[src/hw/rtl/svg_pkg.sv]
package svg_pkg;

    // Defaults of the top-level parameters
    localparam int MAX_SEGMENTS_DEF = 256;
    localparam int PHASE_BITS_DEF   = 16;

    // Field and register widths
    localparam int IDX_W     = 8;
    localparam int RADIUS_W  = 25;
    localparam int SEG_W     = 9;
    localparam int STEP_W    = 16;
    localparam int COORD_W   = 32;
    localparam int CFG_IDX_W = 3;
    localparam int CFG_DATA_W = 32;

    // Internal widths
    localparam int TRIG_W = 17;              // Q16 magnitude 0..65536
    localparam int PH_W   = 18;              // quadrant (2) + fraction (16)
    localparam int RMAG_W = RADIUS_W;        // |radius| up to 2^24
    localparam int POS_W  = RMAG_W + 1;      // signed coordinate before centre add

    // Quarter-wave sine polynomial coefficients, Q16
    localparam logic [16:0] SIN_A = 17'd102944;
    localparam logic [15:0] SIN_B = 16'd42047;
    localparam logic [12:0] SIN_C = 13'd4640;
    localparam logic [16:0] Q16_ONE = 17'd65536;

    // Pipeline depths
    localparam int FRONT_LAT = 1;
    localparam int TRIG_LAT  = 4;
    localparam int SCALE_LAT = 3;
    localparam int TOTAL_LAT = FRONT_LAT + TRIG_LAT + SCALE_LAT;

    // Register reset values
    localparam logic [RMAG_W-1:0]  RADIUS_MAG_RST = 25'd65536;
    localparam logic [SEG_W-1:0]   SEGMENTS_RST   = 9'd16;
    localparam logic [STEP_W-1:0]  PHASE_STEP_RST = 16'd4096;
    localparam logic [COORD_W-1:0] CENTRE_RST     = 32'd0;

    typedef enum logic [CFG_IDX_W-1:0] {
        CFG_RADIUS     = 3'd0,
        CFG_SEGMENTS   = 3'd1,
        CFG_PHASE_STEP = 3'd2,
        CFG_CENTRE_X   = 3'd3,
        CFG_CENTRE_Y   = 3'd4,
        CFG_CENTRE_Z   = 3'd5
    } t_cfg_idx;

    typedef struct packed {
        logic [IDX_W-1:0] ring_index;
        logic [IDX_W-1:0] segment_index;
    } t_in_item;

    typedef struct packed {
        logic signed [COORD_W-1:0] pos_x;
        logic signed [COORD_W-1:0] pos_y;
        logic signed [COORD_W-1:0] pos_z;
        logic                      vertex_ok;
    } t_out_item;

    typedef struct packed {
        logic ok;
        logic pole_n;
        logic pole_s;
    } t_ctrl;

    typedef struct packed {
        logic              neg;
        logic [TRIG_W-1:0] mag;
    } t_trig;

endpackage

[src/hw/rtl/svg_trig.sv]
module svg_trig (
    input  logic                      i_clk,
    input  logic                      i_en,
    input  logic [svg_pkg::PH_W-1:0]  i_ph,
    output svg_pkg::t_trig            o_trig
);
    import svg_pkg::*;

    logic [15:0]       w_f;
    logic [TRIG_W-1:0] w_x;
    logic [33:0]       w_m1;
    logic [29:0]       w_m2;
    logic [32:0]       w_m3;
    logic [33:0]       w_m4;
    logic [17:0]       w_s;
    t_trig             n_trig;

    logic              r_s1_neg;
    logic [TRIG_W-1:0] r_s1_x;
    logic [TRIG_W-1:0] r_s1_x2;
    logic              r_s2_neg;
    logic [TRIG_W-1:0] r_s2_x;
    logic [TRIG_W-1:0] r_s2_x2;
    logic [15:0]       r_s2_t1;
    logic              r_s3_neg;
    logic [TRIG_W-1:0] r_s3_x;
    logic [16:0]       r_s3_t2;
    t_trig             r_s4_trig;

    // Mirror the fraction in odd quadrants
    assign w_f  = i_ph[15:0];
    assign w_x  = i_ph[16] ? (Q16_ONE - {1'b0, w_f}) : {1'b0, w_f};
    assign w_m1 = 34'(w_x) * 34'(w_x);

    assign w_m2 = 30'(r_s1_x2) * 30'(SIN_C);
    assign w_m3 = 33'(r_s2_x2) * 33'(r_s2_t1);
    assign w_m4 = 34'(r_s3_x) * 34'(r_s3_t2);
    assign w_s  = 18'((w_m4 + 34'd32768) >> 16);

    always_comb begin
        n_trig.neg = r_s3_neg;
        n_trig.mag = (w_s > 18'(Q16_ONE)) ? Q16_ONE : w_s[TRIG_W-1:0];
    end

    always_ff @(posedge i_clk) begin
        if (i_en) begin
            r_s1_neg  <= i_ph[17];
            r_s1_x    <= w_x;
            r_s1_x2   <= TRIG_W'((w_m1 + 34'd32768) >> 16);
            r_s2_neg  <= r_s1_neg;
            r_s2_x    <= r_s1_x;
            r_s2_x2   <= r_s1_x2;
            r_s2_t1   <= SIN_B - 16'((w_m2 + 30'd32768) >> 16);
            r_s3_neg  <= r_s2_neg;
            r_s3_x    <= r_s2_x;
            r_s3_t2   <= SIN_A - 17'((w_m3 + 33'd32768) >> 16);
            r_s4_trig <= n_trig;
        end
    end

    assign o_trig = r_s4_trig;

endmodule

[config.mk]
export PLATFORM = sky130hd
export DESIGN_NAME = svg_trig
export DESIGN_NICKNAME = d
export VERILOG_FILES = /design/src/hw/rtl/svg_pkg.sv /design/src/hw/rtl/svg_trig.sv
export SDC_FILE = /design/constraint.sdc
export NUM_CORES = 2
export LEC_CHECK = 0
export ABC_AREA = 1
export ABC_CLOCK_PERIOD_IN_PS = 17300
export BUFFER_PORTS_ARGS = -buffer_cell sky130_fd_sc_hd__buf_2
export CAP_MARGIN = 0
export CORE_UTILIZATION = 40
export CTS_CLUSTER_DIAMETER = 120
export DETAILED_ROUTE_END_ITERATION = 8
export GPL_ROUTABILITY_DRIVEN = 0
export REMOVE_ABC_BUFFERS = 1
export SLEW_MARGIN = 30
export SYNTH_ARGS = -nofsm -noshare
export SYNTH_HDL_FRONTEND = slang
export SYNTH_SLANG_ARGS = --single-unit
[constraint.sdc]
create_clock -name i_clk -period 17.3 [get_ports i_clk]
set_input_delay 3.46 -clock i_clk [delete_from_list [all_inputs] [get_ports i_clk]]
set_output_delay 3.46 -clock i_clk [all_outputs]
set_load 0.01 [all_outputs]
==> impl_results.md <==
* Synth top area cells: fa_1, inv_1, ha_1, edfxtp_1, nand2_1
* Syn Area/Cell at 7.91 µm²
* Setup ws final at 6960 ps
* Final period util at 0.598
* Post-synth EDFFs at 139
* Root Buffer: clkbuf_16
* Hold WC Path Type: register to register
* Hold Path Cell Cnt at 0
* Worst-path fanout max at 17
* Unrepaired setup endpoints after global routing: no
* Slowest cell on the critical path: fa_1
* Post-DR vias/cell at about 4.8
* CP Launch Type: input pin
* Initial antenna violation count at 1
* Clock Skew at 16.0 ps
* Largest family of logic cells by synthesized area: adder cells
* # fillers at 8962
* Share of cells above drive strength 1 at 0.0385
* Largest net degree at the start of global routing at 79
* Worst-Margin Slew at 1070 ps
* Dpl ws at between 6000 and 7000 ps
* Port Buffers at 37
* Slew Viols, Final at 0
* Post-synth top cells: inv_1, nand2_1, fa_1
* Max Clk Rate at 96.7 MHz
* CTS Sinks at 139
* CTS tree: built
* Yosys reg bits at 139
* Min-Delay Endpoint: r_s3_x[1]$_DFFE_PP_
* # diodes at 0
* Setup TNS at 0 ps
* Yosys warns at 0
* Vias in the first global route at 28200
* DRT iter0 DRCs at 1501
* Post-CTS Setup Bufs at 0
* R2R Path Start: r_s3_x[8]$_DFFE_PP_
* FF+latch area at about 4200 µm²
* Die ar. at 90700 µm²
* CORE AREA at 88500 µm²
* Slew HR at 0.284
* Sequential element share of the synthesized area at 0.117
* Crit end category: register
* First-pass GRT wire length at about 140000 µm
* CTS buffer count at 17
* Syn Std Cell Area at roughly 36000 µm²
* R2R depth at 22
* Failing checks: DRC
* # hold bufs at CTS at 0
* Status: finished, violations left
* Routed via count at 27000
* Top-count cell post-synth: inv_1
* Die height at 301 µm
* Post-DRT Antenna Nets at 0
* CP Data Arrival Time at 10560 ps
* WP data required at 17520 ps
* Clock buffer depth at 2
* Post-CTS Resized at 0
* Tmin final at 10340 ps
* Drt pass-1 iters at 7
* Max_cap viols at 0
* Compound-Gate Fraction of Synth Area at 0.0427
* # rows at 109
* Area of the multi-input gates at between 20000 and 30000 µm²
* Grt total ovfl at 0
* Main flop type after synthesis: edfxtp_1
* Simple-Gate Fraction of Synth Area at 0.173
* Post-synth top area share at 0.354
* Final Hold Vio Count at 0
* Chip width at 301 µm
* DRC Markers at 2
* Post-synth top area cell: fa_1
* Setup CP Type: input pin to register
* Endpoints failing setup at 0
* Worst path max stage delay at approximately 520 ps
* Synth Instances at 4525
* Layout Area Growth over Synthesis at 5.13%
* Total wire length at 83400 µm
* Reg-to-reg endpoint: o_trig[3]$_SDFFCE_PN0P_
* HP Start: r_s2_x[1]$_DFFE_PP_
* Async S/R FF share, synth at 0
* DR WL/cell at about 15 µm
* Reg2Reg Setup Slack at 10260 ps
* I/O Pins at 38
* Later-pin clock latency in the skew report at ~480 ps
* H-tree levels at 4
* All-Layer GR Usage at 0.195
* Clk slew on worst S/H paths at 70 ps
* Nets at 5509
* Adder-Cell Fraction of Synth Area at 0.493
* Post-DP HPWL at 69500 µm
* Number of library cell types mapped by synthesis at 54
* Initial Util at 0.405
* Most used cell, CP: inv_1
* Proportion of synthesized area in mux cells at 0
* Synth Area in XOR/XNOR at 0.0156
## final cells by class
type / count / area share
Timing Repair Buffer: 57 / 0.00937
Clock inverter: 14 / 0.00425
Clock buffer: 18 / 0.0114
Inverter: 1359 / 0.135
Multi-Input combinational cell: 2884 / 0.690
Tap cell: 1165 / 0.0387
Sequential cell: 139 / 0.111
## state kept, by name, indices dropped and copies added, names as in the netlist
name and flops:
r_s3_t2 17, r_s1_neg 1, r_s2_t1 16, r_s2_x2 17, r_s1_x 17, r_s1_x2 17, o_trig 18, r_s2_neg 1
r_s3_x 17, r_s2_x 17, r_s3_neg 1
## cell families after synthesis
group           after synthesis
xor+xnor                     63
buf+inv                    1512
fa+ha+maj                  1031
simple gates               1512
other cells                   2
flops                       139
compound gates              266
## routing by layer
layer / up-vias / share of wire / global-route usage
met2: 577 / 0.50 / 0.339
li1: 13000 / - / -
met3: 106 / 0.041 / 0.0195
met1: 13300 / 0.44 / 0.257
met4: 2 / 0.023 / 0.0528
met5: - / 0.00013 / 0
## worst max path at each step
stage	cells after the start	slack, ps	start	end
after floorplan	29	7600	i_ph[0]	r_s1_x2[16]$_DFFE_PP_
after CTS	32	6950	i_ph[0]	r_s1_x2[16]$_DFFE_PP_
after detailed placement	32	6470	i_ph[0]	r_s1_x2[16]$_DFFE_PP_
after global placement	32	6560	i_ph[0]	r_s1_x2[16]$_DFFE_PP_
final	33	6960	i_ph[0]	r_s1_x2[16]$_DFFE_PP_
after global routing	32	6350	i_ph[0]	r_s1_x2[16]$_DFFE_PP_
## worst max-delay path: cells and delay by family
kind / cells / cell delay (ps)
XOR/XNOR: 1 / 60
AND/OR/NAND/NOR: 13 / 1980
AO/OA/AOI/OAI: 1 / 370
adder cells (fa/ha/maj): 8 / 3500
buffers and inverters: 10 / 1160
## metrics by stage
step / std cells / util / area (µm²) / hold WS (ps)
floorplan: 4382 / - / 35200 / 400
global placement: 5602 / 0.418 / 37000 / 401
detailed placement: 5603 / 0.419 / 37000 / 405
CTS: 5635 / 0.425 / 37600 / 420
global route: 5636 / 0.425 / 37600 / 425
finish: 5636 / 0.425 / 37600 / 418
## cells in the final DEF, fill, tap and decap left out, types with 8 or more instances in the layout
cell and count:
edfxtp_1 139, xor2_1 40, nand3b_1 9, a31oi_1 20, xnor2_1 22, nand4_1 28
conb_1 12, buf_2 36, inv_2 18, nor2_2 12, a21oi_2 10, o21ai_0 71
a21oi_1 112, a21o_1 17, nand2_1 1037, o21bai_1 9, nor3_1 23, clkbuf_16 17
ha_1 397, buf_4 18, nand2_2 18, nand3_1 109, fa_1 634, inv_1 1338
or2_2 8, nor2_1 240
Power is not shown: default switching activity piles up to over one toggle a cycle in this logic, so the estimate is an artifact.
