**config.mk**
```make
export PLATFORM = sky130hd
export DESIGN_NAME = svg_front
export DESIGN_NICKNAME = d
export VERILOG_FILES = /design/src/hw/rtl/svg_pkg.sv /design/src/hw/rtl/svg_front.sv
export SDC_FILE = /design/constraint.sdc
export NUM_CORES = 1
export LEC_CHECK = 0
export BUFFER_PORTS_ARGS = -buffer_cell sky130_fd_sc_hd__buf_2
export CAP_MARGIN = 10
export CORE_ASPECT_RATIO = 1.5
export CORE_MARGIN = 1.5
export CORE_UTILIZATION = 27
export CTS_CLUSTER_DIAMETER = 60
export DETAILED_ROUTE_END_ITERATION = 10
export GPL_ROUTABILITY_DRIVEN = 0
export PLACE_DENSITY_LB_ADDON = 0.08
export SLEW_MARGIN = 15
export SYNTH_ARGS = -nofsm -noshare
export SYNTH_HDL_FRONTEND = slang
export SYNTH_SLANG_ARGS = --single-unit
```
**constraint.sdc**
```tcl
create_clock -name i_clk -period 9.9 [get_ports i_clk]
set_input_delay 0.495 -clock i_clk [delete_from_list [all_inputs] [get_ports i_clk]]
set_output_delay 0.495 -clock i_clk [all_outputs]
set_load 0.01 [all_outputs]
```
**src/hw/rtl/svg_pkg.sv**
```systemverilog
package svg_pkg;

    // Defaults of the top-level parameters
    localparam int MAX_SEGMENTS_DEF = 256;
    localparam int PHASE_BITS_DEF   = 16;

    // Field and register widths
    localparam int IDX_W     = 8;
    localparam int RADIUS_W  = 25;
    localparam int SEG_W     = 9;
    localparam int STEP_W    = 16;
    localparam int COORD_W   = 32;
    localparam int CFG_IDX_W = 3;
    localparam int CFG_DATA_W = 32;

    // Internal widths
    localparam int TRIG_W = 17;              // Q16 magnitude 0..65536
    localparam int PH_W   = 18;              // quadrant (2) + fraction (16)
    localparam int RMAG_W = RADIUS_W;        // |radius| up to 2^24
    localparam int POS_W  = RMAG_W + 1;      // signed coordinate before centre add

    // Quarter-wave sine polynomial coefficients, Q16
    localparam logic [16:0] SIN_A = 17'd102944;
    localparam logic [15:0] SIN_B = 16'd42047;
    localparam logic [12:0] SIN_C = 13'd4640;
    localparam logic [16:0] Q16_ONE = 17'd65536;

    // Pipeline depths
    localparam int FRONT_LAT = 1;
    localparam int TRIG_LAT  = 4;
    localparam int SCALE_LAT = 3;
    localparam int TOTAL_LAT = FRONT_LAT + TRIG_LAT + SCALE_LAT;

    // Register reset values
    localparam logic [RMAG_W-1:0]  RADIUS_MAG_RST = 25'd65536;
    localparam logic [SEG_W-1:0]   SEGMENTS_RST   = 9'd16;
    localparam logic [STEP_W-1:0]  PHASE_STEP_RST = 16'd4096;
    localparam logic [COORD_W-1:0] CENTRE_RST     = 32'd0;

    typedef enum logic [CFG_IDX_W-1:0] {
        CFG_RADIUS     = 3'd0,
        CFG_SEGMENTS   = 3'd1,
        CFG_PHASE_STEP = 3'd2,
        CFG_CENTRE_X   = 3'd3,
        CFG_CENTRE_Y   = 3'd4,
        CFG_CENTRE_Z   = 3'd5
    } t_cfg_idx;

    typedef struct packed {
        logic [IDX_W-1:0] ring_index;
        logic [IDX_W-1:0] segment_index;
    } t_in_item;

    typedef struct packed {
        logic signed [COORD_W-1:0] pos_x;
        logic signed [COORD_W-1:0] pos_y;
        logic signed [COORD_W-1:0] pos_z;
        logic                      vertex_ok;
    } t_out_item;

    typedef struct packed {
        logic ok;
        logic pole_n;
        logic pole_s;
    } t_ctrl;

    typedef struct packed {
        logic              neg;
        logic [TRIG_W-1:0] mag;
    } t_trig;

endpackage

```
**src/hw/rtl/svg_front.sv**
```systemverilog
module svg_front #(
    parameter int MAX_SEGMENTS = svg_pkg::MAX_SEGMENTS_DEF,
    parameter int PHASE_BITS   = svg_pkg::PHASE_BITS_DEF
) (
    input  logic                          i_clk,
    input  logic                          i_en,
    input  svg_pkg::t_in_item             i_item,
    input  logic [svg_pkg::SEG_W-1:0]     i_segments,
    input  logic [svg_pkg::STEP_W-1:0]    i_phase_step,
    output svg_pkg::t_ctrl                o_ctrl,
    output logic [svg_pkg::PH_W-1:0]      o_ph_a,
    output logic [svg_pkg::PH_W-1:0]      o_ph_b
);
    import svg_pkg::*;

    localparam int PROD_W = IDX_W + STEP_W;

    logic [PROD_W-1:0] w_prod_a;
    logic [PROD_W-1:0] w_prod_b;
    logic [31:0]       w_p32_a;
    logic [31:0]       w_p32_b;
    logic [IDX_W-1:0]  w_half;
    logic              w_bad_n;
    logic              w_bad_idx;
    t_ctrl             n_ctrl;
    t_ctrl             r_ctrl;
    logic [PH_W-1:0]   r_ph_a;
    logic [PH_W-1:0]   r_ph_b;

    // Phase wraps at PHASE_BITS, then sits at the top of a 32-bit turn
    assign w_prod_a = PROD_W'(i_item.ring_index) * PROD_W'(i_phase_step);
    assign w_prod_b = PROD_W'(i_item.segment_index) * PROD_W'(i_phase_step);
    assign w_p32_a  = {w_prod_a[PHASE_BITS-1:0], {(32-PHASE_BITS){1'b0}}};
    assign w_p32_b  = {w_prod_b[PHASE_BITS-1:0], {(32-PHASE_BITS){1'b0}}};

    assign w_half    = i_segments[SEG_W-1:1];
    assign w_bad_n   = (i_segments < SEG_W'(3)) || i_segments[0]
                       || (int'(i_segments) > MAX_SEGMENTS);
    assign w_bad_idx = (i_item.ring_index > w_half)
                       || ({1'b0, i_item.segment_index} >= i_segments);

    always_comb begin
        n_ctrl.ok     = !(w_bad_n || w_bad_idx);
        n_ctrl.pole_n = (i_item.ring_index == '0);
        n_ctrl.pole_s = (i_item.ring_index == w_half);
    end

    always_ff @(posedge i_clk) begin
        if (i_en) begin
            r_ctrl <= n_ctrl;
            r_ph_a <= w_p32_a[31:32-PH_W];
            r_ph_b <= w_p32_b[31:32-PH_W];
        end
    end

    assign o_ctrl = r_ctrl;
    assign o_ph_a = r_ph_a;
    assign o_ph_b = r_ph_b;

endmodule

```
==> results.md <==
* Status: finished clean
* CTS sink cnt at 35
* Antenna diodes at 0
* HP Start: i_segments[0]
* Switching Share at 43.9%
* Top cell type's share of synthesized area at 34.0%
* Reg power frac at a little under a fifth
* DRC Markers at 0
* Via density per instance at 4.41
* Post-synth cell types at 40
* Worst Hold Endpoint: o_ctrl[2]$_DFFE_PP_
* Leak at 0.00380 uW
* Detail Placement HPWL at approximately 13000 um
* # fillers at 2854
* Post-Syn Area at 7060 sq um
* Global route overflow at 0
* Fmax at 0.223 GHz
* Main combinational cell family by area after synthesis: adder cells
* Initial antenna violation count at 0
* Post-synthesis register bit count at 35
* Post-CTS setup buffer count at 0
* Share of cells above drive strength 1 at 11.0%
* Worst Path Max Fanout at 16
* Setup CP Type: in -> reg
* Row Count at 72
* Antenna-violating nets left at 0
* Comb pwr share at 70.4%
* Clk pwr share at 10.7%
* Headroom to the max-slew limit at 33.1%
* Final wirelength at ~17000 um
* Smallest setup slack after layout at 5.42 ns
* Count of final hold-check violations at 0
* Primary FF master, synth: edfxtp_1
* Number of synthesized flops with an enable pin at 35
* Slowest-stage cell, CP: fa_1
* Pwr/cell area at just under 200 nW/um^2
* CP endpoint kind: flop
* Area Overhead vs Synth at 11.7%
* Design area at 7880 sq um
* Setup violations, final at 0
* Xor-xnor portion of the synthesized cell area at 5.83%
* Final min period at 4.48 ns
* Largest net degree at the start of global routing at 36
* Hold Path Cell Cnt at 2
* Unrepaired setup endpoints after global routing: false
* CP delay by family, top: adder cells
* TNS Setup at 0 ns
* Sequential area share after synthesis at 14.9%
* Clk root buf: clkbuf_16
* Clock transition at path regs at 0.06 ns
* Post-synthesis instance total at 743
* CP dominant cell by count: fa_1
* Worst min path class: in -> reg
* Critical Path RT at 9.95 ns
* Drt pass-1 iters at 4
* Commonest non-fill, non-tap cells in the layout: 158 x inv_1, 147 x and2_1, 120 x fa_1, 77 x buf_2, 64 x ha_1
* Hold_buf cts at 0
* Critical path launch point type: input port
* Max Cap Violations at 0
* Simple-Gate Fraction of Synth Area at 18.8%
* Via Count at 5004
* Cts repair resizes at 0
* Max VDD drop at 0.0693 mV
* Post-synthesis compound-gate area fraction at 4.81%
* Die H at 201 um
* Chip width at 135 um
* Routed len/inst at 15.0 um
* Initial core utilization at between 20% and 30%
* Tightest Pin Transition at roughly 1 ns
* Crit path buffers/inverters at 4
* Post-Synth Adder-Cell Area at 45.4%
* Cell Area, Placed at 7740 sq um
* Die Area at 27100 sq um
* Min Hold Slack at 0.499 ns
* Synth top area cells: fa_1 34%, edfxtp_1 15%, and2_1 13%
* Ports at 82
* TritonCTS clock tree: yes
* Core area at between 20000 and 30000 sq um
* Mux share of post-synthesis cell area at 0%
* Port Buffers at 77
* Commonest non-fill, non-tap cell in the layout: inv_1
* Gr usage total at between 10% and 20%
* Ys async rst share at 0%
* Max clock buf depth at 2
* First-pass GRT wire length at 29000 um
* Worst EP arrival at 4.52 ns
* Ys Warns at 0
* Cell taking the most area after synthesis: fa_1
* CP cell instances: buf_2 > nand2_1 > fa_1 > fa_1 > inv_1 > fa_1 > inv_1 > fa_1 > inv_1 > ha_1 > a21o_1 > a21oi_1 > o21ai_1 > a21o_1 > a31oi_2 > o21ai_1 > xnor2_1
* Switching power total at roughly 680 uW
* TritonCTS Buffers at 5
* # nets final at 1028
* Pre-CTS WS at between 5 and 6 ns
* Vias in the first global route at 5723
* Final worst-path cycle share at 45.2%
* Fin util at 30.6%
* Worst stage delay on the critical path at 0.55 ns
* Power Internal at 865 uW
* Iter 0 DRT Violations at 139
* Max-slew violations at 0
* H-tree depth at 2
* Average cell area after synthesis at 9.50 sq um
==> power groups by stage <==
stage               clock network, uW  logic (uW)  registers [uW]
CTS                               180        1120             293
floorplan                           0         818             329
finish                            165        1090             292
detailed placement                  0        1120             296
global placement                    0        1120             295
global route                      180        1270             300
==> cell type report <==
class	count	area [sq um]	share of cell area, %
clock buffers	7	133	1.68
clock inverters	1	5.00	0.0635
inverters	158	593	7.53
multi-input cells	524	5300	67.2
flip-flops and latches	35	1050	13.3
well taps	333	417	5.29
repair buffers	77	385	4.89
==> state kept, by name (all words and copies together), names as in the netlist <==
| name | flops |
|---|---|
| o_ph_b | 16 |
| o_ctrl | 3 |
| o_ph_a | 16 |
==> worst max path at each step <==
stage / start / endpoint / cells after the start
floorplan: i_phase_step[5] / o_ph_a[17]$_DFFE_PP_ / 17
global placement: i_item[10] / o_ph_a[17]$_DFFE_PP_ / 17
detailed placement: i_item[10] / o_ph_a[17]$_DFFE_PP_ / 17
CTS: i_item[10] / o_ph_a[17]$_DFFE_PP_ / 17
global route: i_phase_step[5] / o_ph_a[17]$_DFFE_PP_ / 17
finish: i_item[10] / o_ph_a[17]$_DFFE_PP_ / 17
==> metrics by stage <==
stage / power, uW / cells
finish: 1540 / 1135
global route: 1750 / 1135
CTS: 1600 / 1135
detailed placement: 1410 / 1127
global placement: 1410 / 1127
floorplan: 1150 / 746
==> Yosys cell counts (2+ instances only) <==
library cell  number
nand4_1            3
inv_1            158
fa_1             120
o21ai_0            5
o21bai_1           3
a21o_1            10
nor2b_1            4
and2_1           147
xnor2_1           35
clkbuf_1          24
xor2_1            12
ha_1              64
or4_1              2
edfxtp_1          35
nand2_1           59
nor2_1            10
nor3_1             4
buf_4              4
o21ai_1            5
o21a_1             2
a21oi_1           11
a211oi_1           2
a31oi_1            2
nand2b_1           6
==> routing by layer <==
layer  global-route usage, %  wire length (um)  up-vias
met1                    16.4              7010     2548
li1                        -                 -     2351
met5                       0                 0        -
met2                    25.3              9070       90
met3                    1.67               508       15
met4                    4.92               427        0
==> kinds of logic (layout without fill, tap and decap cells) <==
logic type,Yosys count,after routing
buf+inv,187,243
other cells,1,4
fa+ha+maj,184,184
compound gates,50,50
flops,35,35
xor+xnor,47,47
simple gates,239,239
Note: power is estimated with default switching activity, not from simulation.
