**src/hw/rtl/svg_pkg.sv**
```systemverilog
package svg_pkg;

    // Defaults of the top-level parameters
    localparam int MAX_SEGMENTS_DEF = 256;
    localparam int PHASE_BITS_DEF   = 16;

    // Field and register widths
    localparam int IDX_W     = 8;
    localparam int RADIUS_W  = 25;
    localparam int SEG_W     = 9;
    localparam int STEP_W    = 16;
    localparam int COORD_W   = 32;
    localparam int CFG_IDX_W = 3;
    localparam int CFG_DATA_W = 32;

    // Internal widths
    localparam int TRIG_W = 17;              // Q16 magnitude 0..65536
    localparam int PH_W   = 18;              // quadrant (2) + fraction (16)
    localparam int RMAG_W = RADIUS_W;        // |radius| up to 2^24
    localparam int POS_W  = RMAG_W + 1;      // signed coordinate before centre add

    // Quarter-wave sine polynomial coefficients, Q16
    localparam logic [16:0] SIN_A = 17'd102944;
    localparam logic [15:0] SIN_B = 16'd42047;
    localparam logic [12:0] SIN_C = 13'd4640;
    localparam logic [16:0] Q16_ONE = 17'd65536;

    // Pipeline depths
    localparam int FRONT_LAT = 1;
    localparam int TRIG_LAT  = 4;
    localparam int SCALE_LAT = 3;
    localparam int TOTAL_LAT = FRONT_LAT + TRIG_LAT + SCALE_LAT;

    // Register reset values
    localparam logic [RMAG_W-1:0]  RADIUS_MAG_RST = 25'd65536;
    localparam logic [SEG_W-1:0]   SEGMENTS_RST   = 9'd16;
    localparam logic [STEP_W-1:0]  PHASE_STEP_RST = 16'd4096;
    localparam logic [COORD_W-1:0] CENTRE_RST     = 32'd0;

    typedef enum logic [CFG_IDX_W-1:0] {
        CFG_RADIUS     = 3'd0,
        CFG_SEGMENTS   = 3'd1,
        CFG_PHASE_STEP = 3'd2,
        CFG_CENTRE_X   = 3'd3,
        CFG_CENTRE_Y   = 3'd4,
        CFG_CENTRE_Z   = 3'd5
    } t_cfg_idx;

    typedef struct packed {
        logic [IDX_W-1:0] ring_index;
        logic [IDX_W-1:0] segment_index;
    } t_in_item;

    typedef struct packed {
        logic signed [COORD_W-1:0] pos_x;
        logic signed [COORD_W-1:0] pos_y;
        logic signed [COORD_W-1:0] pos_z;
        logic                      vertex_ok;
    } t_out_item;

    typedef struct packed {
        logic ok;
        logic pole_n;
        logic pole_s;
    } t_ctrl;

    typedef struct packed {
        logic              neg;
        logic [TRIG_W-1:0] mag;
    } t_trig;

endpackage

```
**src/hw/rtl/svg_scale.sv**
```systemverilog
module svg_scale (
    input  logic                               i_clk,
    input  logic                               i_en,
    input  svg_pkg::t_ctrl                     i_ctrl,
    input  svg_pkg::t_trig                     i_sin_a,
    input  svg_pkg::t_trig                     i_cos_a,
    input  svg_pkg::t_trig                     i_sin_b,
    input  svg_pkg::t_trig                     i_cos_b,
    input  logic [svg_pkg::RMAG_W-1:0]         i_rad_mag,
    input  logic signed [svg_pkg::COORD_W-1:0] i_centre_x,
    input  logic signed [svg_pkg::COORD_W-1:0] i_centre_y,
    input  logic signed [svg_pkg::COORD_W-1:0] i_centre_z,
    output svg_pkg::t_out_item                 o_item
);
    import svg_pkg::*;

    localparam int MP_W  = RMAG_W + TRIG_W;
    localparam int SUM_W = COORD_W + 1;

    function automatic logic signed [POS_W-1:0] f_apply_sign(
        input logic [RMAG_W-1:0] mag,
        input logic              neg
    );
        logic signed [POS_W-1:0] v;
        v = signed'({1'b0, mag});
        return neg ? -v : v;
    endfunction

    function automatic logic signed [COORD_W-1:0] f_add_sat(
        input logic signed [POS_W-1:0]   v,
        input logic signed [COORD_W-1:0] c
    );
        logic signed [SUM_W-1:0] s;
        s = SUM_W'(v) + SUM_W'(c);
        if (s[SUM_W-1] != s[SUM_W-2]) begin
            return s[SUM_W-1] ? {1'b1, {(COORD_W-1){1'b0}}} : {1'b0, {(COORD_W-1){1'b1}}};
        end
        return s[COORD_W-1:0];
    endfunction

    logic [MP_W-1:0]         w_xp;
    logic [MP_W-1:0]         w_ap;
    logic [MP_W-1:0]         w_yp;
    logic [MP_W-1:0]         w_zp;
    logic [RMAG_W-1:0]       w_ym;
    logic [RMAG_W-1:0]       w_zm;
    logic signed [POS_W-1:0] w_rad;
    logic signed [POS_W-1:0] n_px;
    logic signed [POS_W-1:0] n_py;
    logic signed [POS_W-1:0] n_pz;
    t_out_item               n_item;

    t_ctrl                   r_a_ctrl;
    logic [RMAG_W-1:0]       r_a_xm;
    logic                    r_a_xneg;
    logic [RMAG_W-1:0]       r_a_am;
    logic                    r_a_aneg;
    t_trig                   r_a_sb;
    t_trig                   r_a_cb;
    logic                    r_b_ok;
    logic signed [POS_W-1:0] r_b_px;
    logic signed [POS_W-1:0] r_b_py;
    logic signed [POS_W-1:0] r_b_pz;
    t_out_item               r_c_item;

    // Magnitudes round half up, which is half away from zero once signed
    assign w_xp = MP_W'(i_rad_mag) * MP_W'(i_cos_a.mag);
    assign w_ap = MP_W'(i_rad_mag) * MP_W'(i_sin_a.mag);
    assign w_yp = MP_W'(r_a_am) * MP_W'(r_a_sb.mag);
    assign w_zp = MP_W'(r_a_am) * MP_W'(r_a_cb.mag);
    assign w_ym = RMAG_W'((w_yp + MP_W'(32768)) >> 16);
    assign w_zm = RMAG_W'((w_zp + MP_W'(32768)) >> 16);
    assign w_rad = signed'({1'b0, i_rad_mag});

    always_comb begin
        if (r_a_ctrl.pole_n) begin
            n_px = w_rad;
            n_py = '0;
            n_pz = '0;
        end else if (r_a_ctrl.pole_s) begin
            n_px = -w_rad;
            n_py = '0;
            n_pz = '0;
        end else begin
            n_px = f_apply_sign(r_a_xm, r_a_xneg);
            n_py = f_apply_sign(w_ym, r_a_aneg ^ r_a_sb.neg);
            n_pz = f_apply_sign(w_zm, r_a_aneg ^ r_a_cb.neg);
        end
    end

    always_comb begin
        if (r_b_ok) begin
            n_item.pos_x     = f_add_sat(r_b_px, i_centre_x);
            n_item.pos_y     = f_add_sat(r_b_py, i_centre_y);
            n_item.pos_z     = f_add_sat(r_b_pz, i_centre_z);
            n_item.vertex_ok = 1'b1;
        end else begin
            n_item = '0;
        end
    end

    always_ff @(posedge i_clk) begin
        if (i_en) begin
            r_a_ctrl <= i_ctrl;
            r_a_xm   <= RMAG_W'((w_xp + MP_W'(32768)) >> 16);
            r_a_xneg <= i_cos_a.neg;
            r_a_am   <= RMAG_W'((w_ap + MP_W'(32768)) >> 16);
            r_a_aneg <= i_sin_a.neg;
            r_a_sb   <= i_sin_b;
            r_a_cb   <= i_cos_b;
            r_b_ok   <= r_a_ctrl.ok;
            r_b_px   <= n_px;
            r_b_py   <= n_py;
            r_b_pz   <= n_pz;
            r_c_item <= n_item;
        end
    end

    assign o_item = r_c_item;

endmodule

```
**config.mk**
```make
export PLATFORM = sky130hd
export DESIGN_NAME = svg_scale
export DESIGN_NICKNAME = d
export VERILOG_FILES = /design/src/hw/rtl/svg_pkg.sv /design/src/hw/rtl/svg_scale.sv
export SDC_FILE = /design/constraint.sdc
export NUM_CORES = 2
export LEC_CHECK = 0
export BUFFER_PORTS_ARGS = -buffer_cell sky130_fd_sc_hd__buf_2
export CORE_MARGIN = 2
export CORE_UTILIZATION = 55
export DETAILED_ROUTE_END_ITERATION = 12
export GPL_TIMING_DRIVEN = 0
export PLACE_DENSITY = 0.78
export SKIP_LAST_GASP = 1
export SLEW_MARGIN = 40
export SYNTH_ARGS = -nofsm -noshare
export SYNTH_HDL_FRONTEND = slang
export SYNTH_SLANG_ARGS = --single-unit
```
**constraint.sdc**
```tcl
create_clock -name i_clk -period 10.6 [get_ports i_clk]
set_input_delay 3.18 -clock i_clk [delete_from_list [all_inputs] [get_ports i_clk]]
set_output_delay 3.18 -clock i_clk [all_outputs]
set_load 0.02 [all_outputs]
```
==> metrics.yaml <==
max-cap-violations: 0
endpoint_kind: "flip-flop"
cts_root_buffer: "clkbuf_16"
cts_tree: "built"
num-nets-final: 10130
cts_hold_repair.buffers: 0
synthDistinctLibCells: 83
fin_area_um2: 74500
finalMaxSlewViolations: 0
grt_pass1_wl_um: 339000
layout_cell_share_with_drive_strength_beyond_1: 0.0561
startpoint_of_the_most_critical_setup_path: "i_rad_mag[13]"
synth.area.top_cells: "fa_1 40%, edfxtp_1 12%, ha_1 11%"
synth_warnings: 0
synth_cells: 7623
rsz0062_at_grt: "no"
clock-skew-final_ps: 57.3
synth_xor_area_frac: 0.0300
layout_common_cells: "1565 x inv_1, 1375 x fa_1, 1095 x nand2_1, 775 x and2_1, 612 x ha_1"
cpMaxStageDelayCell: "clkbuf_1"
cts.htree.levels: 2
placedCellCount: 9565
io_pins: 295
finalCoreUtilization: 0.593
grt_max_degree: 77
avgViaCountPerCell: 5.80
post_detailed_placement_cell_area_um2: 73200
full_die_area_um2: 129000
synth_top_family_by_area: "adder cells"
synth_fp_nets: 9808
drt_wl_total_um: 219000
vias: 55950
first_global_vias: 60004
share_of_yosys_cell_area_claimed_by_the_top_area_cell_type: 0.396
syn2layout_area_growth_pct: 7.05
chipHeight_um: 360
die_w_um: 360
fp-row-count: 130
seqCellArea_um2: 8020
synth_compound_area_frac: 0.0753
synth_async_sr_flop_share: 0
cp_data_arrival_time_ps: 10740
critPathRequiredTime_ps: 10970
final_ant_viol_nets: 0
grt_antenna_before_repair: 24
dp_hpwl_um: 180000
syn_avg_cell_area_um2: 9.13
synth_adder_area_share: 0.506
synth_simple_gate_area_share: 0.166
worstPathCellList: "buf_2, clkbuf_1, clkbuf_1, nand2_1, fa_1, inv_1, fa_1, inv_1, fa_1, fa_1, fa_1, inv_1, fa_1, ha_1, a21o_1, a21o_1, a21oi_1, o221a_2, nor2_1, a311o_1, o41a_1, a41o_1, o41ai_1, xnor2_1"
initial_utilization: 0.554
wl_per_cell_um: 22.8
cts-root-to-sink-buffers: 3
synth_flop_cell: "edfxtp_1"
period_share: 0.979
mappedNetlistArea_um2: 69600
non_filler_instance_count_after_layout: 9640
timing.slew.headroom: 0.366
layout_commonest_cell: "inv_1"
drc: 0
tightest_slew_ps: 951
synthDominantAreaCellType: "fa_1"
setup_total_negative_slack_ps: 0
drt-pass1-iter-count: 7
core_um2: 126000
period_needed_ps: 10380
worst_skew_pair_later_pin_latency_ps: 640
clkSinkCount: 267
global_route.usage.total: 0.345
yosys_register_bits: 267
clk_pin_slew_ps: 80
timing.critical_path.from_type: "input pin"
criticalPathCategory: "in -> reg"
critPathMaxStageDelay_ps: 710
drt_iter0_markers: 5311
synth_enable_flop_cells: 267
crit-reg2reg-launch: "r_a_sb[9]"
gp_routability_congestion: 1.06
hold_viol_final: 0
gr-total-overflow: 0
crit_path_frequent_cell: "fa_1"
hp-class: "reg -> reg"
outcome: "complete, no violations"
number_of_buffers_inserted_during_clock_tree_synthesis: 36
synth.mux.area_fraction: 0.00191
report.final.setup_viol: 0
area_of_the_multi_input_gates_um2: 54200
max_clock_freq_mhz: 96.4
min_delay_startpoint: "r_a_ctrl[2]"
buffer_ports.inserted: 289
fillers: 10802
crit_path_max_fanout: 10
synth-seq-area-share: 0.115
[metrics by stage]
step                setup WS [ps]  hold slack (ps)
finish                        224              451
global route                 16.0              456
CTS                          6.18              445
detailed placement           -688              425
floorplan                     769              400
global placement             -750              403
[worst paths after layout]
kind | slack, ps | endpoint | cells past startpoint
max | 220 | r_a_am[24] | 24
min | 450 | r_b_ok | 0
max reg2reg | 1310 | r_b_py[21] | 26
min reg2reg | 450 | r_b_ok | 0
[worst max-delay path: cells and delay by family]
kind	cells	cell delay [ps]
compound gates	8	2300
xor+xnor	1	110
fa+ha+maj	7	3390
buf+inv	6	1480
simple gates	2	280
[per-layer routing]
metal	share of wire	up-vias	track usage	routed length, µm
li1	-	24041	-	-
met2	0.46	3293	0.557	101000
met4	0.095	2	0.273	20900
met5	0.000059	-	0	13
met3	0.10	985	0.0698	22200
met1	0.34	27629	0.402	75400
[synthesized netlist by cell type (12+ instances only)]
| master | number |
|---|---|
| nand2_1 | 1095 |
| and2_1 | 775 |
| xor2_1 | 64 |
| or3_1 | 20 |
| nand2b_1 | 21 |
| nand3_1 | 47 |
| nor3_1 | 52 |
| fa_1 | 1375 |
| a31oi_1 | 52 |
| o22a_1 | 22 |
| inv_1 | 1565 |
| nand4_1 | 19 |
| nor4_1 | 13 |
| o21bai_1 | 15 |
| ha_1 | 612 |
| xnor2_1 | 174 |
| a21o_1 | 131 |
| or2_2 | 13 |
| a21oi_1 | 226 |
| o31ai_1 | 26 |
| o21ai_0 | 129 |
| edfxtp_1 | 267 |
| o21a_1 | 38 |
| and3_1 | 25 |
| or4_1 | 12 |
| nor2_1 | 207 |
| a211oi_1 | 16 |
| nor2b_1 | 33 |
| o211ai_1 | 22 |
| clkbuf_1 | 367 |
[cells by family (layout without fill, tap and decap cells)]
family / count (synthesis) / after routing
buf+inv: 1950 / 2299
flops: 267 / 267
other cells: 0 / 18
mux: 13 / 13
simple gates: 2370 / 2370
xor+xnor: 238 / 238
fa+ha+maj: 1987 / 1987
compound gates: 798 / 798
[flip-flops by register name, indices dropped and copies added, names as in the netlist]
signal and cells:
r_a_am 25, r_b_pz 26, r_a_xm 25, r_a_xneg 1, r_a_cb 18, r_b_ok 1, r_a_aneg 1, r_a_ctrl 3
r_b_px 26, r_b_py 26, o_item 97, r_a_sb 18
[cell type report]
| type | instances | area share |
|---|---|---|
| plain buffers | 373 | 0.0198 |
| clock inverters | 26 | 0.00346 |
| diodes | 18 | 0.000605 |
| flip-flops and latches | 267 | 0.108 |
| inverters | 1566 | 0.0789 |
| well taps | 1650 | 0.0277 |
| multi-input cells | 5406 | 0.728 |
| clock buffers | 39 | 0.0122 |
| repair buffers | 295 | 0.0211 |
[what timing repair did]
item | in CTS | in global routing
endpoints found under the setup margin | 5 | 11
hold endpoints to repair | 0 | 0
resized for setup | 2 | 25
gates cloned | 0 | 0
buffers inserted | 0 | 0
Power is not shown: default switching activity piles up to over one toggle a cycle in this logic, so the estimate is an artifact.
